**config.mk**
```make
export PLATFORM = sky130hd
export DESIGN_NAME = frame_tick_calendar_clock
export DESIGN_NICKNAME = d
export VERILOG_FILES = /design/src/rtl/ftcc_pkg.sv /design/src/rtl/frame_tick_calendar_clock.sv /design/src/rtl/ftcc_ctrl.sv /design/src/rtl/ftcc_dp.sv
export SDC_FILE = /design/constraint.sdc
export NUM_CORES = 1
export LEC_CHECK = 0
export ABC_AREA = 0
export BUFFER_PORTS_ARGS = -buffer_cell sky130_fd_sc_hd__buf_2
export CAP_MARGIN = 20
export CORE_MARGIN = 2
export CORE_UTILIZATION = 40
export DETAILED_ROUTE_END_ITERATION = 10
export PLACE_DENSITY = 0.64
export SYNTH_ARGS = -nofsm -noshare
export SYNTH_HDL_FRONTEND = slang
export SYNTH_SLANG_ARGS = --single-unit
```
**constraint.sdc**
```tcl
create_clock -name clk -period 4.9 [get_ports clk]
set_input_delay 0.735 -clock clk [delete_from_list [all_inputs] [get_ports clk]]
set_output_delay 0.735 -clock clk [all_outputs]
set_load 0.02 [all_outputs]
```
**src/rtl/ftcc_pkg.sv**
```systemverilog
// Shared types, constants and calendar helpers for the frame tick calendar clock.
package ftcc_pkg;

  localparam int TICK_W = 32;
  localparam int DIV_CW = $clog2(TICK_W);
  localparam int STEP_W = 12;

  localparam logic OP_LOAD = 1'b0;
  localparam logic OP_TICK = 1'b1;

  localparam logic [7:0] CFG_FPS    = 8'd0;
  localparam logic [7:0] CFG_RESYNC = 8'd1;

  localparam logic [7:0] FPS_RESET    = 8'd60;
  localparam logic [7:0] RESYNC_RESET = 8'd30;

  localparam logic [TICK_W-1:0] MAX_GAP_S = TICK_W'(3600);
  localparam logic [7:0]  SEC_PER_MIN = 8'd60;
  localparam logic [7:0]  MIN_PER_HR  = 8'd60;
  localparam logic [7:0]  HR_PER_DAY  = 8'd24;
  localparam logic [7:0]  MSL_MAX     = 8'd255;
  localparam logic [15:0] CENTURY     = 16'd100;
  localparam logic [15:0] YEAR_MIN    = 16'd2000;
  localparam logic [15:0] YEAR_MAX    = 16'd2199;
  localparam logic [7:0]  MONTH_MAX   = 8'd12;
  localparam logic [7:0]  DAY_MAX     = 8'd31;
  localparam logic [7:0]  HOUR_MAX    = 8'd23;
  localparam logic [7:0]  MINUTE_MAX  = 8'd59;

  // multiplicative inverse of 25 mod 2^16, and the largest product of a multiple of 25
  localparam logic [15:0] INV25      = 16'h5C29;
  localparam logic [15:0] DIV25_LIM  = 16'd2621;

  typedef enum logic [2:0] {
    ST_IDLE,
    ST_EXEC,
    ST_DIV,
    ST_CHECK,
    ST_STEP,
    ST_DONE
  } state_t;

  typedef struct packed {
    logic latch;
    logic do_load;
    logic tick_fast;
    logic div_init;
    logic div_step;
    logic gap;
    logic step_init;
    logic step_sec;
    logic capture;
  } cmd_t;

  typedef struct packed {
    logic is_load;
    logic tick_div;
    logic div_last;
    logic gap_long;
    logic secs_zero;
    logic step_last;
    logic out_hold;
  } sts_t;

  function automatic logic [7:0] days_in_month(input logic [7:0] month, input logic leap);
    logic [7:0] d;
    unique case (month)
      8'd2:                         d = leap ? 8'd29 : 8'd28;
      8'd4, 8'd6, 8'd9, 8'd11:      d = 8'd30;
      default:                      d = 8'd31;
    endcase
    return d;
  endfunction

endpackage

```
**src/rtl/frame_tick_calendar_clock.sv**
```systemverilog
// Load item: applied in EXEC, result captured in DONE. Tick item while valid and counter
// not behind the mark: a bit-serial divide, then the calendar stepper advances N seconds,
// N = seconds advanced (0..3600), one second per cycle; other ticks go from EXEC to DONE.
// One item in flight; the next is taken the cycle after the result enters the output register.
// Synchronous reset: clock invalid, time fields and tick mark zero, 60 frames/s, resync at 30 min.
module frame_tick_calendar_clock (
  input  logic        clk,
  input  logic        rst,
  input  logic        cfg_valid,
  output logic        cfg_ready,
  input  logic [7:0]  cfg_index,
  input  logic [7:0]  cfg_data,
  input  logic        in_valid,
  output logic        in_ready,
  input  logic        op,
  input  logic [31:0] tick_count,
  input  logic        fetch_ok,
  input  logic [7:0]  year_hundreds,
  input  logic [7:0]  year_units,
  input  logic [7:0]  load_month,
  input  logic [7:0]  load_day,
  input  logic [7:0]  load_hour,
  input  logic [7:0]  load_minute,
  input  logic [7:0]  load_second,
  output logic        out_valid,
  input  logic        out_ready,
  output logic        minute_changed,
  output logic        load_accepted,
  output logic        clock_valid,
  output logic        resync_due,
  output logic [15:0] cur_year,
  output logic [7:0]  cur_month,
  output logic [7:0]  cur_day,
  output logic [7:0]  cur_hour,
  output logic [7:0]  cur_minute,
  output logic [7:0]  cur_second
);

  ftcc_pkg::cmd_t cmd;
  ftcc_pkg::sts_t sts;

  assign cfg_ready = 1'b1;

  ftcc_ctrl u_ctrl (
    .clk      (clk),
    .rst      (rst),
    .in_valid (in_valid),
    .in_ready (in_ready),
    .sts      (sts),
    .cmd      (cmd)
  );

  ftcc_dp u_dp (
    .clk            (clk),
    .rst            (rst),
    .cmd            (cmd),
    .sts            (sts),
    .cfg_valid      (cfg_valid),
    .cfg_index      (cfg_index),
    .cfg_data       (cfg_data),
    .op             (op),
    .tick_count     (tick_count),
    .fetch_ok       (fetch_ok),
    .year_hundreds  (year_hundreds),
    .year_units     (year_units),
    .load_month     (load_month),
    .load_day       (load_day),
    .load_hour      (load_hour),
    .load_minute    (load_minute),
    .load_second    (load_second),
    .out_ready      (out_ready),
    .out_valid      (out_valid),
    .minute_changed (minute_changed),
    .load_accepted  (load_accepted),
    .clock_valid    (clock_valid),
    .resync_due     (resync_due),
    .cur_year       (cur_year),
    .cur_month      (cur_month),
    .cur_day        (cur_day),
    .cur_hour       (cur_hour),
    .cur_minute     (cur_minute),
    .cur_second     (cur_second)
  );

  // one item at a time
  a_one_item: assert property (@(posedge clk) disable iff (rst)
    in_valid && in_ready |=> !in_ready)
    else $error("item accepted while another is in progress");

  // an accepted load leaves the clock valid; loads never report a minute change
  a_load_result: assert property (@(posedge clk) disable iff (rst)
    out_valid && load_accepted |-> clock_valid && !minute_changed)
    else $error("load result inconsistent");

  // a valid clock keeps month, hour and minute in range
  a_fields_range: assert property (@(posedge clk) disable iff (rst)
    out_valid && clock_valid |-> cur_month >= 8'd1 && cur_month <= 8'd12 &&
                                 cur_hour <= 8'd23 && cur_minute <= 8'd59)
    else $error("valid clock with field out of range");

endmodule

```
**src/rtl/ftcc_ctrl.sv**
```systemverilog
// Sequencer for the calendar clock: load, bit-serial divide, then one second per cycle.
module ftcc_ctrl (
  input  logic           clk,
  input  logic           rst,
  input  logic           in_valid,
  output logic           in_ready,
  input  ftcc_pkg::sts_t sts,
  output ftcc_pkg::cmd_t cmd
);

  ftcc_pkg::state_t state, state_next;

  always_ff @(posedge clk) begin
    if (rst) begin
      state <= ftcc_pkg::ST_IDLE;
    end else begin
      state <= state_next;
    end
  end

  always_comb begin
    state_next = state;
    cmd        = '0;
    in_ready   = 1'b0;
    unique case (state)
      ftcc_pkg::ST_IDLE: begin
        in_ready = 1'b1;
        if (in_valid) begin
          cmd.latch  = 1'b1;
          state_next = ftcc_pkg::ST_EXEC;
        end
      end
      ftcc_pkg::ST_EXEC: begin
        if (sts.is_load) begin
          cmd.do_load = 1'b1;
          state_next  = ftcc_pkg::ST_DONE;
        end else if (sts.tick_div) begin
          cmd.div_init = 1'b1;
          state_next   = ftcc_pkg::ST_DIV;
        end else begin
          cmd.tick_fast = 1'b1;
          state_next    = ftcc_pkg::ST_DONE;
        end
      end
      ftcc_pkg::ST_DIV: begin
        cmd.div_step = 1'b1;
        if (sts.div_last) begin
          state_next = ftcc_pkg::ST_CHECK;
        end
      end
      ftcc_pkg::ST_CHECK: begin
        priority if (sts.gap_long) begin
          cmd.gap    = 1'b1;
          state_next = ftcc_pkg::ST_DONE;
        end else if (sts.secs_zero) begin
          state_next = ftcc_pkg::ST_DONE;
        end else begin
          cmd.step_init = 1'b1;
          state_next    = ftcc_pkg::ST_STEP;
        end
      end
      ftcc_pkg::ST_STEP: begin
        cmd.step_sec = 1'b1;
        if (sts.step_last) begin
          state_next = ftcc_pkg::ST_DONE;
        end
      end
      ftcc_pkg::ST_DONE: begin
        if (!sts.out_hold) begin
          cmd.capture = 1'b1;
          state_next  = ftcc_pkg::ST_IDLE;
        end
      end
      default: begin
        state_next = ftcc_pkg::ST_IDLE;
      end
    endcase
  end

endmodule

```
**src/rtl/ftcc_dp.sv**
```systemverilog
// Datapath: item latch, config registers, calendar registers, divider and result register.
module ftcc_dp (
  input  logic                        clk,
  input  logic                        rst,
  input  ftcc_pkg::cmd_t              cmd,
  output ftcc_pkg::sts_t              sts,
  input  logic                        cfg_valid,
  input  logic [7:0]                  cfg_index,
  input  logic [7:0]                  cfg_data,
  input  logic                        op,
  input  logic [31:0]                 tick_count,
  input  logic                        fetch_ok,
  input  logic [7:0]                  year_hundreds,
  input  logic [7:0]                  year_units,
  input  logic [7:0]                  load_month,
  input  logic [7:0]                  load_day,
  input  logic [7:0]                  load_hour,
  input  logic [7:0]                  load_minute,
  input  logic [7:0]                  load_second,
  input  logic                        out_ready,
  output logic                        out_valid,
  output logic                        minute_changed,
  output logic                        load_accepted,
  output logic                        clock_valid,
  output logic                        resync_due,
  output logic [15:0]                 cur_year,
  output logic [7:0]                  cur_month,
  output logic [7:0]                  cur_day,
  output logic [7:0]                  cur_hour,
  output logic [7:0]                  cur_minute,
  output logic [7:0]                  cur_second
);

  localparam int TW = ftcc_pkg::TICK_W;

  // config
  logic [7:0] fps, resync_min;

  // latched item
  logic          op_q, fetch_q;
  logic [TW-1:0] now_q;
  logic [7:0]    yh_q, yu_q, mon_q, day_q, hr_q, min_q, sec_q;

  // clock state
  logic [15:0]   year_reg;
  logic [7:0]    month_reg, day_reg, hour_reg, minute_reg, second_reg, msl;
  logic          valid_flag, leap;
  logic [TW-1:0] start_tick;

  // divider and stepper
  logic [TW-1:0]               dq;
  logic [7:0]                  rem;
  logic [ftcc_pkg::DIV_CW-1:0] div_cnt;
  logic [ftcc_pkg::STEP_W-1:0] step_cnt;
  logic                        changed_q, accepted_q;

  always_ff @(posedge clk) begin
    if (rst) begin
      fps        <= ftcc_pkg::FPS_RESET;
      resync_min <= ftcc_pkg::RESYNC_RESET;
    end else if (cfg_valid) begin
      if (cfg_index == ftcc_pkg::CFG_FPS) begin
        fps <= cfg_data;
      end else if (cfg_index == ftcc_pkg::CFG_RESYNC) begin
        resync_min <= cfg_data;
      end
    end
  end

  always_ff @(posedge clk) begin
    if (cmd.latch) begin
      op_q    <= op;
      now_q   <= tick_count[TW-1:0];
      fetch_q <= fetch_ok;
      yh_q    <= year_hundreds;
      yu_q    <= year_units;
      mon_q   <= load_month;
      day_q   <= load_day;
      hr_q    <= load_hour;
      min_q   <= load_minute;
      sec_q   <= load_second;
    end
  end

  // leap year: y%4==0 and (y%25!=0 or y%16==0); registered from year_reg, so it follows it in the next cycle
  logic [15:0] ymul;
  logic        div25;
  assign ymul  = year_reg * ftcc_pkg::INV25;
  assign div25 = (ymul <= ftcc_pkg::DIV25_LIM);

  always_ff @(posedge clk) begin
    leap <= (year_reg[1:0] == 2'd0) && (!div25 || (year_reg[3:0] == 4'd0));
  end

  // load decode and range check
  logic [15:0] year_ld;
  logic        chk_ok;
  assign year_ld = 16'(16'(yh_q) * ftcc_pkg::CENTURY) + 16'(yu_q);
  assign chk_ok  = (mon_q >= 8'd1) && (mon_q <= ftcc_pkg::MONTH_MAX) &&
                   (day_q >= 8'd1) && (day_q <= ftcc_pkg::DAY_MAX) &&
                   (hr_q <= ftcc_pkg::HOUR_MAX) && (min_q <= ftcc_pkg::MINUTE_MAX) &&
                   (year_ld >= ftcc_pkg::YEAR_MIN) && (year_ld <= ftcc_pkg::YEAR_MAX);

  // restoring divider, one quotient bit per cycle
  logic [7:0] fps_eff;
  logic [8:0] trial;
  logic       trial_ge;
  assign fps_eff  = (fps == 8'd0) ? 8'd1 : fps;
  assign trial    = {rem, dq[TW-1]};
  assign trial_ge = (trial >= {1'b0, fps_eff});

  // one second step
  logic [15:0] year_n;
  logic [7:0]  month_n, day_n, hour_n, minute_n, second_n, msl_n;
  logic [7:0]  sec_inc, min_inc, hr_inc, day_inc, dim;
  logic        roll;

  always_comb begin
    sec_inc  = second_reg + 8'd1;
    min_inc  = minute_reg + 8'd1;
    hr_inc   = hour_reg + 8'd1;
    day_inc  = day_reg + 8'd1;
    dim      = ftcc_pkg::days_in_month(month_reg, leap);
    year_n   = year_reg;
    month_n  = month_reg;
    day_n    = day_reg;
    hour_n   = hour_reg;
    minute_n = minute_reg;
    second_n = sec_inc;
    msl_n    = msl;
    roll     = 1'b0;
    if (sec_inc >= ftcc_pkg::SEC_PER_MIN) begin
      second_n = 8'd0;
      roll     = 1'b1;
      if (msl != ftcc_pkg::MSL_MAX) begin
        msl_n = msl + 8'd1;
      end
      minute_n = min_inc;
      if (min_inc >= ftcc_pkg::MIN_PER_HR) begin
        minute_n = 8'd0;
        hour_n   = hr_inc;
        if (hr_inc >= ftcc_pkg::HR_PER_DAY) begin
          hour_n = 8'd0;
          day_n  = day_inc;
          if (day_inc > dim || day_inc == 8'd0) begin
            day_n = 8'd1;
            if (month_reg >= ftcc_pkg::MONTH_MAX) begin
              month_n = 8'd1;
              year_n  = year_reg + 16'd1;
            end else begin
              month_n = month_reg + 8'd1;
            end
          end
        end
      end
    end
  end

  always_ff @(posedge clk) begin
    if (rst) begin
      year_reg   <= '0;
      month_reg  <= '0;
      day_reg    <= '0;
      hour_reg   <= '0;
      minute_reg <= '0;
      second_reg <= '0;
      valid_flag <= 1'b0;
      start_tick <= '0;
      msl        <= '0;
    end else if (cmd.do_load) begin
      valid_flag <= 1'b0;
      if (fetch_q) begin
        year_reg   <= year_ld;
        month_reg  <= mon_q;
        day_reg    <= day_q;
        hour_reg   <= hr_q;
        minute_reg <= min_q;
        second_reg <= sec_q;
        if (chk_ok) begin
          start_tick <= now_q;
          msl        <= '0;
          valid_flag <= 1'b1;
        end
      end
    end else if (cmd.tick_fast) begin
      // backward wrap of the frame counter: restart the second here
      if (valid_flag) begin
        start_tick <= now_q;
      end
    end else if (cmd.gap) begin
      msl <= resync_min;
    end else if (cmd.step_init) begin
      // start + secs*fps equals now minus the division remainder
      start_tick <= now_q - TW'(rem);
    end else if (cmd.step_sec) begin
      year_reg   <= year_n;
      month_reg  <= month_n;
      day_reg    <= day_n;
      hour_reg   <= hour_n;
      minute_reg <= minute_n;
      second_reg <= second_n;
      msl        <= msl_n;
    end
  end

  always_ff @(posedge clk) begin
    if (cmd.div_init) begin
      dq      <= now_q - start_tick;
      rem     <= '0;
      div_cnt <= '0;
    end else if (cmd.div_step) begin
      dq      <= {dq[TW-2:0], trial_ge};
      rem     <= trial_ge ? 8'(trial - {1'b0, fps_eff}) : trial[7:0];
      div_cnt <= div_cnt + 1'b1;
    end
    if (cmd.step_init) begin
      step_cnt <= dq[ftcc_pkg::STEP_W-1:0];
    end else if (cmd.step_sec) begin
      step_cnt <= step_cnt - 1'b1;
    end
  end

  always_ff @(posedge clk) begin
    if (rst) begin
      changed_q  <= 1'b0;
      accepted_q <= 1'b0;
    end else if (cmd.latch) begin
      changed_q  <= 1'b0;
      accepted_q <= 1'b0;
    end else begin
      if (cmd.do_load && fetch_q && chk_ok) begin
        accepted_q <= 1'b1;
      end
      if (cmd.gap || (cmd.step_sec && roll)) begin
        changed_q <= 1'b1;
      end
    end
  end

  // result register
  always_ff @(posedge clk) begin
    if (rst) begin
      out_valid <= 1'b0;
    end else if (cmd.capture) begin
      out_valid <= 1'b1;
    end else if (out_ready) begin
      out_valid <= 1'b0;
    end
  end

  always_ff @(posedge clk) begin
    if (cmd.capture) begin
      minute_changed <= changed_q;
      load_accepted  <= accepted_q;
      clock_valid    <= valid_flag;
      resync_due     <= (msl >= resync_min);
      cur_year       <= year_reg;
      cur_month      <= month_reg;
      cur_day        <= day_reg;
      cur_hour       <= hour_reg;
      cur_minute     <= minute_reg;
      cur_second     <= second_reg;
    end
  end

  always_comb begin
    sts.is_load   = (op_q == ftcc_pkg::OP_LOAD);
    sts.tick_div  = valid_flag && (now_q >= start_tick);
    sts.div_last  = (div_cnt == ftcc_pkg::DIV_CW'(TW - 1));
    sts.gap_long  = (dq > ftcc_pkg::MAX_GAP_S);
    sts.secs_zero = (dq == '0);
    sts.step_last = (step_cnt == ftcc_pkg::STEP_W'(1));
    sts.out_hold  = out_valid && !out_ready;
  end

endmodule

```
## After elaboration in Yosys (flattened, before gate mapping)

Index checks and enable logic that the tools add are counted.
Widths: inputs -> output; s select.

- Flip-flop bits (word level): 327
- Input port bits: 111
- Output and inout bits: 63
- Word-level logic and storage cells: 261

- Add/subtract/negate cells: 13
- $mul: 2
- Magnitude comparators: 18
- Eq/ne operators: 26
- Multiplexer cells: 110
- Bitwise gates (word level): 1
- Reduce and logical (&&, ||, !) cells: 51

Operator list:

| operator | number |
|---|---|
| $mux 8 | 56 |
| $mux 32 | 9 |
| $mux 16 | 11 |
| $add 8x1->8 const B | 6 |
| $ge 32x32->1 | 1 |
| $gt 32x12->1 const B | 1 |
| $le 16x12->1 const B | 2 |
| $logic_not 32->1 | 1 |
| $sub 32x32->32 | 1 |
| $sub 32x8->32 | 1 |
| $logic_not 8->1 | 3 |
| $mux 12 | 2 |
| $mux 1 | 21 |
| $mux 3 | 7 |
| $pmux 3 s6 | 1 |
| $reduce_bool 2->1 | 9 |
| $add 15x8->16 | 1 |
| $add 16x1->16 const B | 1 |
| $eq 8x3->1 const B | 2 |
| $eq 8x4->1 const B | 2 |
| $ge 16x11->1 const B | 1 |
| $ge 8x1->1 const B | 2 |
| $ge 8x6->1 const B | 2 |
| $le 8x5->1 const B | 2 |
| other kinds (45) | 76 |

## Depth between registers and ports, before layout

Gate-level depths: netlist of the first run.

- Word-level depth: 14
- Gate-level depth with buffers: 19
- Gate-level depth less buffers: 19

## Modules after synthesis

Synthesis of the first run repeated with hierarchy kept, for this count alone.

- Cells, all modules: 1945
- Area, all modules: 19272.2 µm²

By module, submodules not included:

| module | times used | cells each | area an instance (µm²) | sequential area each (µm²) |
|---|---|---|---|---|
| ftcc_dp | 1 | 1901 | 18971.9 | 8428.1 |
| ftcc_ctrl | 1 | 42 | 289.0 | 60.1 |
| frame_tick_calendar_clock | 1 | 2 | 11.3 | 0.0 |

## Worst setup path after synthesis of the first run

OpenSTA, ideal clock, no wires.

- Path type: flip-flop to flip-flop
- From: register u_dp.yh_q[1]
- To: register u_dp.start_tick[24]
- Setup time: 122 ps
- Data arrival time: 4518 ps
- Data required time: 4778 ps
- Setup slack: 261 ps
- Stages on the path, launching flop included: 17
- Buffers on the path: 2
- Clock period less this slack: 4639 ps
- Cells stage by stage: edfxtp_1 > ha_1 > ha_1 > ha_1 > fa_1 > ha_1 > nor2_1 > nor2_1 > or3b_4 > xnor2_2 > or4b_1 > mux2i_1 > a41oi_1 > or2_1 > clkbuf_1 > buf_2 > o311a_1

- Word-level cells in the longest chain between the ends: 7
- Elaborated cells on any way between the ends: 8
- Classes of those cells: add/sub: 1; mul: 1; order compare: 2; eq/ne: 1; reduce/logical: 3

Ends and longest elaborated chain:

| what | RTL line | source |
|---|---|---|
| from (decl) | ftcc_dp.sv:42 | `logic [7:0] yh_q, yu_q, mon_q, day_q, hr_q, min_q, sec_q;` |
| from (signal assigned) | ftcc_dp.sv:75 | `yh_q <= year_hundreds;` |
| $mul 8x5->13 * | ftcc_dp.sv:98 | `assign year_ld = 16'(16'(yh_q) * ftcc_pkg::CENTURY) + 16'(yu_q);` |
| $add 15x8->16 * | ftcc_dp.sv:98 |  |
| $ge 16x11->1 | ftcc_dp.sv:102 | `(year_ld >= ftcc_pkg::YEAR_MIN) && (year_ld <= ftcc_pkg::YEAR_MAX);` |
| $logic_and 1x1->1 | ftcc_dp.sv:101 | `(hr_q <= ftcc_pkg::HOUR_MAX) && (min_q <= ftcc_pkg::MINUTE_MAX) &&` |
| $logic_and 1x1->1 * | ftcc_dp.sv:102 |  |
| $ne 2x2->1 (no line) * | - |  |
| $reduce_and 5->1 (no line) * | - |  |
| to (signal assigned) | ftcc_dp.sv:180 | `start_tick <= now_q;` |
| to (signal assigned) | ftcc_dp.sv:188 | `start_tick <= now_q;` |
| to (signal assigned) | ftcc_dp.sv:194 | `start_tick <= now_q - TW'(rem);` |
| to (decl) | ftcc_dp.sv:48 | `logic [TW-1:0] start_tick;` |

Mark *: on every way between the ends. The rest lies on a longest branch, timed or not.
A chain may end at the register's enable or synchronous reset.

## Worst setup path after layout of the first run

- From: register u_dp.yh_q[2]
- To: register u_dp.start_tick[24]

Same word-level chain as after synthesis.

==> summary.txt, run 1 <==
Pwr
  – Sw Ratio: a little under a third
  – Max rail drop VDD: ~250 µV
  – Leakage: between 9 and 10 nW
  – Internal power: 0.005838 W
  – Switching Power: about 0.0027 W
  – Part of the power in the clock network: ~34%
  – Comb power frac: a little over a quarter
  – Pwr Density: 381.9 nW/µm²
  – Flop pwr share: around two fifths

Placed design
  – DP Area: between 20000 and 25000 µm²
  – Routability Congestion: ~0.85
  – Port bufs: 172
  – Post-detail-place hpwl: 36450 µm

Clock network
  – CTS buffer count: 38
  – Clock Latency Late Sink: between 0.5 and 0.6 ns
  – Sink Count: roughly 330
  – Clock transition at the registers of the reported paths: about 0.06 ns
  – CTS tree: built
  – Clk root buf: clkbuf_16
  – Hold buffers post-CTS: 0
  – Max Root-Sink Buffers: 3
  – H-tree depth: 2

Detailed routing
  – Met3 WL post-DR: approximately 2600 µm
  – Routed wl met2: about 22000 µm
  – DRC viols: 0
  – DR top layer: met4
  – Total vias in the final route: ~15000
  – Final wirelength: approximately 49000 µm
  – Post-route ant nets: 0
  – Vias per cell: between 5 and 6
  – DRT Pass-1 Iters: 5
  – Wire length per cell: 17.70 µm
  – WL met1: between 20000 and 25000 µm
  – Iteration-0 DRC Markers: approximately 1000

STA
  – Setup Viol. Count Final: 0
  – Hold slack: 0.3529 ns
  – Fin. Hold Viols: 0
  – Worst Clk Skew: 0.01982 ns
  – Slew Viols, Final: 0
  – Max Clk Rate: roughly 0.21 GHz
  – RSZ-0062 raised after global routing: false
  – Tcrit/Tclk final: 96.02%
  – Setup TNS: 0 ns
  – Slew margin rel.: 35.11%
  – Min Tclk post-route: 4.705 ns
  – Slew at the pin closest to its max-slew limit: around 0.97 ns

Flow run
  – Max Cap Violations: 0

Logic synthesis
  – Post-synth top area share: a little under a third
  – Number of synthesized register bits: approximately 330
  – Main combinational cell family by area after synthesis: compound AO/OA/AOI/OAI gates
  – Synth cell types: 77
  – Synth Area in Adders: 13.74%
  – Sequential share of the synthesized area: ~44%
  – Simple-gate share of the synthesized area: about 15%
  – Synth Area per Inst: 9.813 µm²
  – Syn Std Cell Area: roughly 19000 µm²
  – Async SR Flop Fraction: 0%
  – Mapped Cells: between 1500 and 2000
  – Net Count, Synth: around 2300
  – Main synth FF type: edfxtp_1
  – Synth Area in Compound Gates: between 10% and 20%
  – Largest cells by area after synthesis: edfxtp_1 30%, dfxtp_1 14%, ha_1 11%, o21ai_0 3.6%, inv_1 3.4%
  – Area leader, netlist: edfxtp_1
  – Synth warnings: 0
  – Xor and xnor area share after synthesis: about 4.7%
  – Post-synthesis mux area share: under 10%
  – Post-synth EDFFs: 194

Global route
  – Number of global-route vias before repair: between 10000 and 15000
  – First-pass GRT wire length: between 70000 and 80000 µm
  – Total Routing Usage GR: between 10% and 20%
  – Gr ovfl total: 0
  – Pin count of the biggest net entering global routing: 67
  – Antenna violations before repair: 0

Critical path
  – Worst setup EP type: register
  – Crit path largest cell delay: roughly 0.53 ns
  – Startpoint types: register
  – CP Max Fanout: 32
  – Data required, critical path: about 5.3 ns
  – CP cell instances: ha_1 > ha_1 > ha_1 > fa_1 > ha_4 > or3_1 > a211oi_1 > or3b_4 > xnor2_2 > or4b_4 > mux2i_4 > a41oi_2 > or2_1 > buf_12 > o311a_1
  – Worst path arrival time: approximately 5.1 ns
  – Critical Path Most Common Cell: ha_1
  – Critical path class: register to register
  – Slowest cell on crit path: fa_1

Floorplan
  – I/O Pins: approximately 170
  – Height of the die: roughly 220 µm
  – Die width: 223.7 µm
  – FP Rows: 80
  – Initial Util: a little over 40%
  – Core area: 47650 µm²
  – Die area: between 50000 and 60000 µm²

Layout
  – Layout cell share with drive strength beyond 1: approximately 14%
  – Util after Layout: a little under half
  – Finished Cell Area: approximately 22000 µm²
  – Register area: 8488 µm²
  – Top Registers: u_dp.dq: 32 flops, u_dp.now_q: 32 flops, u_dp.start_tick: 32 flops
  – Synthesis-to-finish area growth: 15.25%
  – Nets: between 2000 and 2500
  – Commonest non-fill, non-tap cell in the layout: edfxtp_1
  – # diodes: 0
  – Fillers: 4472
  – Area of the multi-input gates: 9946 µm²
  – Commonest cells after routing, fill and taps aside: 194 x edfxtp_1, 176 x inv_1, 171 x ha_1, 171 x buf_2, 153 x nand2_1

Outcome
  – Status: complete, no violations

Min path
  – Hold WC Path Type: input port to register
## final cells by class
| cell class | count | area share, % |
|---|---|---|
| clock buffer | 54 | 5.017 |
| inverter | 176 | 2.970 |
| sequential | 327 | 38.16 |
| timing repair buffer | 200 | 4.938 |
| clock inverter | 16 | 0.7537 |
| tap | 615 | 3.459 |
| multi-input combinational | 1389 | 44.71 |
## metrics by stage
| stage | power [W] | setup slack (ns) | cells |
|---|---|---|---|
| after global placement | 0.005476 | 0.2157 | 2704 |
| after CTS | 0.008471 | 0.1077 | 2774 |
| after floorplan | 0.004929 | 0.2607 | 1967 |
| final | 0.008496 | 0.1949 | 2777 |
| after global routing | 0.008950 | 0.02069 | 2777 |
| after detailed placement | 0.005536 | 0.1308 | 2704 |
## synth_stat cells (all sizes together), types with 9 or more instances
cell / instances
o211ai: 15
a22o: 12
and3: 24
nand2: 153
nand3: 59
o211a: 17
a31oi: 12
fa: 25
or2: 14
nor4: 32
nand2b: 15
o31ai: 14
a21boi: 9
a22oi: 17
mux2i: 32
a211oi: 12
xnor2: 57
dfxtp: 133
o21a: 15
nor2b: 16
or3: 12
clkbuf: 69
nor2: 139
nand4: 21
o21ai: 138
and2: 19
ha: 172
nor3: 44
a21oi: 110
a21o: 30
xor2: 45
inv: 176
edfxtp: 194
## power by group through the flow
stage,sequential [W],combinational (W),clock (W)
2_1_floorplan,0.00333,0.00160,0
3_3_place_gp,0.00335,0.00212,0
3_5_place_dp,0.00336,0.00218,0
4_1_cts,0.00330,0.00219,0.00298
5_1_grt,0.00333,0.00255,0.00307
6_report,0.00330,0.00229,0.00290
## worst max-delay path, delay by kind of cell (launching register included)
kind,cells,cell delay (ns)
AO/OA/AOI/OAI,3,0.72
XOR/XNOR,1,0.12
adder cells (fa/ha/maj),5,1.66
buffers and inverters,1,0.18
flip-flops,1,0.43
multiplexers,1,0.17
AND/OR/NAND/NOR,4,1.28
## logic make-up (layout without fill, tap and decap cells)
logic type | after synthesis | after routing
AO/OA/AOI/OAI | 477 | 477
XOR/XNOR | 102 | 102
adder cells (fa/ha/maj) | 197 | 197
buffers and inverters | 251 | 446
flip-flops | 327 | 327
multiplexers | 36 | 36
other | 1 | 1
AND/OR/NAND/NOR | 576 | 576
## timing repair
| item | 4_1_cts | 5_1_grt |
|---|---|---|
| setup buffers | 0 | 2 |
| gates resized for setup | 0 | 9 |
| setup endpoints to repair | 0 | 26 |
## final timing paths
kind | slack (ns) | cells after the start | endpoint | start
hold / removal | 0.35 | 1 | u_dp.now_q[25] | tick_count[25]
setup / recovery | 0.19 | 15 | u_dp.start_tick[24] | u_dp.yh_q[2]
hold reg to reg | 0.44 | 0 | u_dp.minute_changed | u_dp.changed_q
setup reg to reg | 0.19 | 15 | u_dp.start_tick[24] | u_dp.yh_q[2]
## per-layer routing
layer	GRT usage (%)	vias up
met5	0	-
met4	5.849	0
met3	3.187	73
met2	31.60	406
met1	27.25	7264
li1	-	7436
Note: power is estimated with default switching activity, not from simulation.
==> inputs of run 2 (changes only) <==
- ABC_CLOCK_PERIOD_IN_PS: unset -> 4900
- SYNTH_HIERARCHICAL: unset -> 1
==> run 2 against run 1 <==
Effect of this change:
- routed wire length is 1.8% lower
- critical path depth stayed put
- cell area is 1.1% higher
- worst hold slack worse by 0.016 ns
- clock power is 3% higher
- via count hardly changed
- area after synthesis is 0.16% lower
- critical path type unchanged
- critical endpoint is now u_dp/start_tick[2]
- largest cell class unchanged
- highest routed layer is now met5
==> summary.txt, run 2 <==
Logic synthesis
  – Number of synthesized register bits: 327 (unchanged)
  – Cell with the most instances after synthesis: edfxtp_1
  – Net Count, Synth: 2253 (-0.97%)
  – Synth warnings: 6 (+6)
  – Sequential share of the synthesized area: 44.04% (+0.069 points)
  – Synth cell types: 85 (+10%)
  – Largest cells by area after synthesis: edfxtp_1 30%, dfxtp_1 14%, ha_1 11%, inv_1 3.6%, nor2_1 3.4%
  – Async SR Flop Fraction: 0% (unchanged)
  – Synth Area per Inst: 9.909 µm² (+0.97%)
  – Post-synth top area share: 30.23% (+0.047 points)
  – Area leader, netlist: edfxtp_1
  – Post-synth EDFFs: 194 (unchanged)
  – Main synth FF type: edfxtp_1
  – Top cells by count, synth: 194 x edfxtp_1, 184 x inv_1, 174 x nor2_1, 172 x ha_1, 133 x dfxtp_1
  – Mapped Cells: 1945 (-1.1%)
  – Syn Std Cell Area: 19270 µm² (-0.16%)

Critical path
  – CP cell instances: ha_1 > ha_1 > ha_1 > fa_1 > a211oi_2 > or2_2 > nand4bb_1 > or4_4 > mux2i_1 > nand3_2 > o32ai_4 > buf_4 > clkbuf_16 > nor2_1 > a211oi_1
  – Worst setup EP type: register
  – Crit path largest cell delay: 0.54 ns (about the same)
  – Worst path arrival time: 5.16 ns (+0.02 ns)
  – Critical Path Most Common Cell: ha_1
  – Data required, critical path: 5.38 ns (+0.04 ns)
  – Startpoint types: register
  – Critical path class: register to register
  – Reg-to-reg setup timing slack: 0.22 ns (+0.02 ns)
  – Slowest cell on crit path: or4_4
  – CP Max Fanout: 30 (-6.3%)

STA
  – Tcrit/Tclk final: 95.54% (-0.48 points)
  – Max Clk Rate: 0.2136 GHz (+0.51%)
  – Worst Clk Skew: 0.02959 ns (+0.009774 ns)
  – Slew margin rel.: 33.14% (-2.0 points)
  – Slew at the pin closest to its max-slew limit: 1.003 ns (+0.02969 ns)
  – Fin. Hold Viols: 0 (unchanged)
  – Slew Viols, Final: 0 (unchanged)
  – Hold slack: 0.3368 ns (-0.01611 ns)
  – Setup Viol. Count Final: 0 (unchanged)
  – Min Tclk post-route: 4.681 ns (-0.02369 ns)
  – Setup ws final: 0.2186 ns (+0.02369 ns)

Pwr
  – Leakage: 8.978 nW (-2.6%)
  – Pwr Density: 346.6 nW/µm² (-9.2%)
  – Final Power: 0.007799 W (-8.2%)
  – Max rail drop VDD: 243.3 µV (-1.7%)

Layout
  – Nets: 2444 (+0.16%)
  – Commonest non-fill, non-tap cell in the layout: edfxtp_1
  – Synthesis-to-finish area growth: 16.76%
  – Commonest cells after routing, fill and taps aside: 194 x edfxtp_1, 184 x inv_1, 173 x nor2_1, 171 x buf_2, 171 x ha_1
  – Top Registers: u_dp/dq: 32 flops, u_dp/now_q: 32 flops, u_dp/start_tick: 32 flops
  – Layout cell share with drive strength beyond 1: 16.44% (+2.4 points)
  – Fillers: 4457 (-0.34%)
  – Finished Cell Area: 22500 µm² (+1.1%)

Clock network
  – Max Root-Sink Buffers: 3 (unchanged)
  – Clock Latency Late Sink: 0.57 ns (about the same)
  – Sink Count: 327 (unchanged)
  – CTS buffer count: 39 (+2.6%)
  – Clock transition at the registers of the reported paths: 0.06 ns (about the same)
  – CTS tree: built
  – Clk root buf: clkbuf_16
  – H-tree depth: 2 (unchanged)
  – Hold buffers post-CTS: 0 (unchanged)

Floorplan
  – Initial Util: 40.45% (-0.063 points)
  – Height of the die: 223.5 µm (about the same)
  – I/O Pins: 174 (unchanged)
  – FP Rows: 80 (unchanged)
  – Die area: 49950 µm² (-0.15%)
  – Core area: 47650 µm² (unchanged)
  – Die width: 223.5 µm (about the same)

Placed design
  – Place WS: -0.06591 ns (-0.1967 ns)
  – Routability Congestion: 0.8992 (+5.8%)
  – DP Area: 21030 µm² (+0.79%)
  – Post-detail-place hpwl: 35370 µm (-2.9%)
  – Port bufs: 172 (unchanged)

Min path
  – Hold WC Path Type: input port to register

Detailed routing
  – DRC viols: 0 (unchanged)
  – DRT Pass-1 Iters: 5 (unchanged)
  – Vias per cell: 5.452 (-0.26%)
  – Post-route ant nets: 0 (unchanged)
  – Total vias in the final route: 15180 (-0.013%)
  – Final wirelength: 48250 µm (-1.8%)
  – Iteration-0 DRC Markers: 977 (-5.1%)
  – Wire length per cell: 17.33 µm (-2.1%)

Outcome
  – Status: complete, no violations

Global route
  – Antenna violations before repair: 4 (+4)
  – First-pass GRT wire length: 77230 µm (-2.1%)
  – Gr ovfl total: 0 (unchanged)
  – Pin count of the biggest net entering global routing: 66 (-1.5%)
  – Total Routing Usage GR: 19.15% (-0.49 points)
  – Number of global-route vias before repair: 15190 (+2.0%)

Flow run
  – Max Cap Violations: 0 (unchanged)
-- run 2: cell types whose count changed after synthesis, sizes merged, moves of 12 or more --
cell,change
a211oi,+40
o21ai,-27
o211a,-12
nand2,-25
xor2,-18
clkbuf,-16
xnor2,+16
nand3,-19
mux2,+17
nor2,+35
-- run 2: metrics by stage --
step                      setup TNS, ns  cells  utilization, %
after detailed placement       -0.06591   2706           44.14
after global routing           -0.03423   2782           47.22
final                                 0   2784           47.23
after floorplan                       0   1945               -
after CTS                             0   2777           46.97
after global placement                0   2705           44.13
-- run 2: layout make-up --
type                    instances  area [µm²]  area share, %
inverters                     184       690.7          3.069
multi-input cells            1364        9948          44.21
diodes                          3       7.507        0.03336
well taps                     615       769.5          3.420
clock inverters                13       140.1         0.6228
clock buffers                  58        1191          5.294
flip-flops and latches        327        8488          37.72
repair buffers                220        1266          5.627
-- run 2: power breakdown --
group	switching (W)	total, W	leakage, nW	internal, W
Sequential	0.000122	0.00320	2.88	0.00307
Clock	0.00118	0.00298	0.659	0.00180
Combinational	0.000979	0.00162	5.43	0.000639
Total	0.00228	0.00780	8.98	0.00551
-- run 2: cells by family after synthesis --
group                      count (synthesis)  synth area share, %
and+or+nand+nor                          562                14.26
AOI/OAI and AO/OA                        454                15.58
DFF                                      327                44.04
buffers and inverters                    254                5.057
adders and majority gates                198                13.82
xor gates and xnor gates                 100                4.545
muxes                                     49                2.681
other                                      1              0.01946
-- run 2: routing by layer --
layer | routed length [µm] | share of wire, % | track usage (%)
met1 | 21010 | 44 | 23.77
met2 | 23320 | 48 | 33.62
met3 | 2646 | 5.5 | 3.240
met4 | 1257 | 2.6 | 6.516
met5 | 13 | 0.027 | 0
-- run 2: repair_timing --
item                                    CTS  global route
endpoints found under the setup margin    1            57
pin swaps                                 2             8
cloned                                    0             1
setup buffers                             0             3
gates resized for setup                   4            18
-- run 2: worst max-delay path: cells and delay by family, from the launching register on --
kind	cells	cell delay, ns
adders and majority gates	4	1.46
and+or+nand+nor	5	1.14
AOI/OAI and AO/OA	3	0.88
DFF	1	0.47
buffers and inverters	2	0.43
muxes	1	0.21
-- run 2: worst paths after layout --
check                   from                 end  depth (start not counted)
max             u_dp/yh_q[1]  u_dp/start_tick[2]                         15
min            year_units[1]        u_dp/yu_q[1]                          1
max reg2reg     u_dp/yh_q[1]  u_dp/start_tick[2]                         15
min reg2reg  u_dp/accepted_q  u_dp/load_accepted                          0
==> inputs of run 3 (changes only) <==
- ABC_CLOCK_PERIOD_IN_PS: 4900 -> 3750
- PLACE_DENSITY: 0.64 -> unset
- clock period: 4.9 -> 3.75 ns (I/O delays scaled with it)
==> run 3 against run 2 <==
Effect of this change:
- the run now ends with setup timing left
- die area did not move
- clock skew fell by 0.014 ns
- first-iteration DRC count fell by 15%
- total power rose by 40%
- combinational power rose by 82%
- fmax rose by 7.0%
- setup slack got worse by 0.84 ns
- clock power rose by 29%
- critical endpoint unchanged
==> summary.txt, run 3 (synthesis gave the netlist of run 2 again) <==
STA
  – Setup Viol. Count Final: 96 (+96)
  – RSZ-0062 raised after global routing: true
  – Slew margin rel.: 9.511% (-24 points)
  – Setup ws final: -0.6263 ns (-0.8448 ns)
  – Fin. Hold Viols: 0 (unchanged)
  – Worst Clk Skew: 0.01555 ns (-0.01404 ns)
  – Slew Viols, Final: 0 (unchanged)
  – Max Clk Rate: 0.2285 GHz (+7.0%)
  – Hold slack: 0.1635 ns (-0.1733 ns)
  – Slew at the pin closest to its max-slew limit: 1.357 ns (+0.3544 ns)
  – Min Tclk post-route: 4.376 ns (-0.3052 ns)
  – Tcrit/Tclk final: 116.7% (+21 points)

Critical path
  – CP Max Fanout: 9 (-70%)
  – CP Buf/Inv Count: 3 (+1)
  – Crit path largest cell delay: 0.58 ns (+0.04 ns)
  – Critical path class: register to register
  – Slowest cell on crit path: or4_4
  – Critical Path Most Common Cell: ha_1
  – Worst setup EP type: register
  – Data required, critical path: 4.23 ns (-1.15 ns)
  – FF-to-FF path depth: 16 (+1)
  – Levels on crit path: 16 (+1)
  – CP cell instances: ha_1 > ha_1 > ha_1 > fa_2 > a211oi_4 > or2_4 > nand4bb_1 > or4_4 > mux2i_2 > nand3_2 > o32ai_4 > buf_12 > buf_12 > buf_6 > nor2_2 > a211oi_2
  – Worst path arrival time: 4.86 ns (-0.30 ns)
  – CP delay by family, top: adder cells
  – Startpoint types: register

Clock network
  – Clock transition at the registers of the reported paths: 0.06 ns (about the same)
  – Sink Count: 327 (unchanged)
  – H-tree depth: 2 (unchanged)
  – CTS buffer count: 39 (unchanged)
  – Clock Latency Late Sink: 0.57 ns (about the same)
  – Clk root buf: clkbuf_16
  – CTS tree: built
  – Max Root-Sink Buffers: 3 (unchanged)
  – Hold buffers post-CTS: 0 (unchanged)

Global route
  – Antenna violations before repair: 1 (-3)
  – First-pass GRT wire length: 80520 µm (+4.3%)
  – Pin count of the biggest net entering global routing: 61 (-7.6%)
  – Total Routing Usage GR: 19.86% (+0.71 points)
  – Number of global-route vias before repair: 16070 (+5.8%)
  – Gr ovfl total: 0 (unchanged)

Pwr
  – Leakage: 10.41 nW (+16%)
  – Pwr Density: 424.9 nW/µm² (+23%)
  – Max rail drop VDD: 392.8 µV (+61%)

Layout
  – Commonest non-fill, non-tap cell in the layout: buf_4
  – Synthesis-to-finish area growth: 33.69%
  – Layout cell share with drive strength beyond 1: 32.02% (+16 points)
  – Top Registers: u_dp/dq: 32 flops, u_dp/now_q: 32 flops, u_dp/start_tick: 32 flops
  – Commonest cells after routing, fill and taps aside: 232 x buf_4, 194 x edfxtp_1, 177 x inv_1, 171 x buf_2, 149 x ha_1
  – Nets: 2685 (+9.9%)

Floorplan
  – Height of the die: 223.5 µm (unchanged)
  – Die area: 49950 µm² (unchanged)
  – FP Rows: 80 (unchanged)
  – Initial Util: 40.45% (unchanged)
  – I/O Pins: 174 (unchanged)
  – Core area: 47650 µm² (unchanged)
  – Die width: 223.5 µm (unchanged)

Placed design
  – Port bufs: 172 (unchanged)
  – Post-detail-place hpwl: 36540 µm (+3.3%)
  – Routability Congestion: 0.8634 (-4.0%)
  – Place WS: -0.6857 ns (-0.6198 ns)

Detailed routing
  – Post-route ant nets: 0 (unchanged)
  – Total vias in the final route: 16090 (+6.0%)
  – DRT Pass-1 Iters: 5 (unchanged)
  – Final wirelength: 50780 µm (+5.2%)
  – Vias per cell: 5.320 (-2.4%)
  – DRC viols: 0 (unchanged)
  – Routed wl met2: 24410 µm (+4.7%)
  – Met3 WL post-DR: 2714 µm (+2.6%)
  – WL met1: 22140 µm (+5.4%)
  – Wire length per cell: 16.79 µm (-3.1%)
  – Iteration-0 DRC Markers: 826 (-15%)
  – DR top layer: met4

Min path
  – Hold Path Cell Cnt: 1 (unchanged)
  – Hold WC Path Type: input port to register

Flow run
  – Max Cap Violations: 0 (unchanged)

Outcome
  – Status: finished, violations left
  – Violated checks: setup timing
==> run 3: changes by cell type in the layout (fill, tap and decap cells not counted), sizes merged <==
cell,previous run,this run
buf,219,460
clkinv,7,11
clkbuf,59,57
inv,187,185
diode,3,1
clkinvlp,1,2
==> run 3: final cells by class <==
type,count,area [µm²]
clock inverter,16,176.4
fill,4135,21880
tap,615,769.5
sequential,327,8513
inverter,184,690.7
antenna,1,2.502
timing repair buffer,461,3437
multi-input combinational,1364,11040
clock buffer,56,1132
==> run 3: what timing repair did <==
| item | in CTS | in global routing |
|---|---|---|
| setup buffers | 35 | 26 |
| resized for setup | 127 | 143 |
| setup endpoints to repair | 113 | 160 |
| pin swaps | 49 | 60 |
| cloned | 7 | 1 |
==> run 3: routing by layer <==
metal / vias up / global-route usage [%]
met3: 95 / 3.134
li1: 7903 / -
met1: 7687 / 24.90
met2: 404 / 34.47
met4: 0 / 7.419
met5: - / 0
==> run 3: report_power, final <==
part	switching, W	internal, W
logic	0.00155	0.00140
registers	0.000139	0.00401
clock network	0.00158	0.00226
total	0.00327	0.00768
==> run 3: through the flow <==
step | instance area, µm² | std cells | total power (W) | setup TNS (ns) | util [%]
5_1_grt | 25770 | 3024 | 0.01149 | -62.25 | 54.08
3_5_place_dp | 22880 | 2899 | 0.006850 | -36.39 | 48.02
6_report | 25770 | 3024 | 0.01095 | -41.53 | 54.08
3_3_place_gp | 22880 | 2899 | 0.006814 | -30.36 | 48.02
4_1_cts | 25130 | 3012 | 0.01089 | -39.64 | 52.75
2_1_floorplan | 19690 | 1945 | 0.005811 | -15.47 | -
==> run 3: worst paths after layout <==
check / from / slack [ns] / end
worst max-delay path: u_dp/yh_q[1] / -0.63 / u_dp/start_tick[2]
worst min-delay path: load_hour[0] / 0.16 / u_dp/hr_q[0]
worst min register to register: u_dp/accepted_q / 0.44 / u_dp/load_accepted
worst max register to register: u_dp/yh_q[1] / -0.63 / u_dp/start_tick[2]
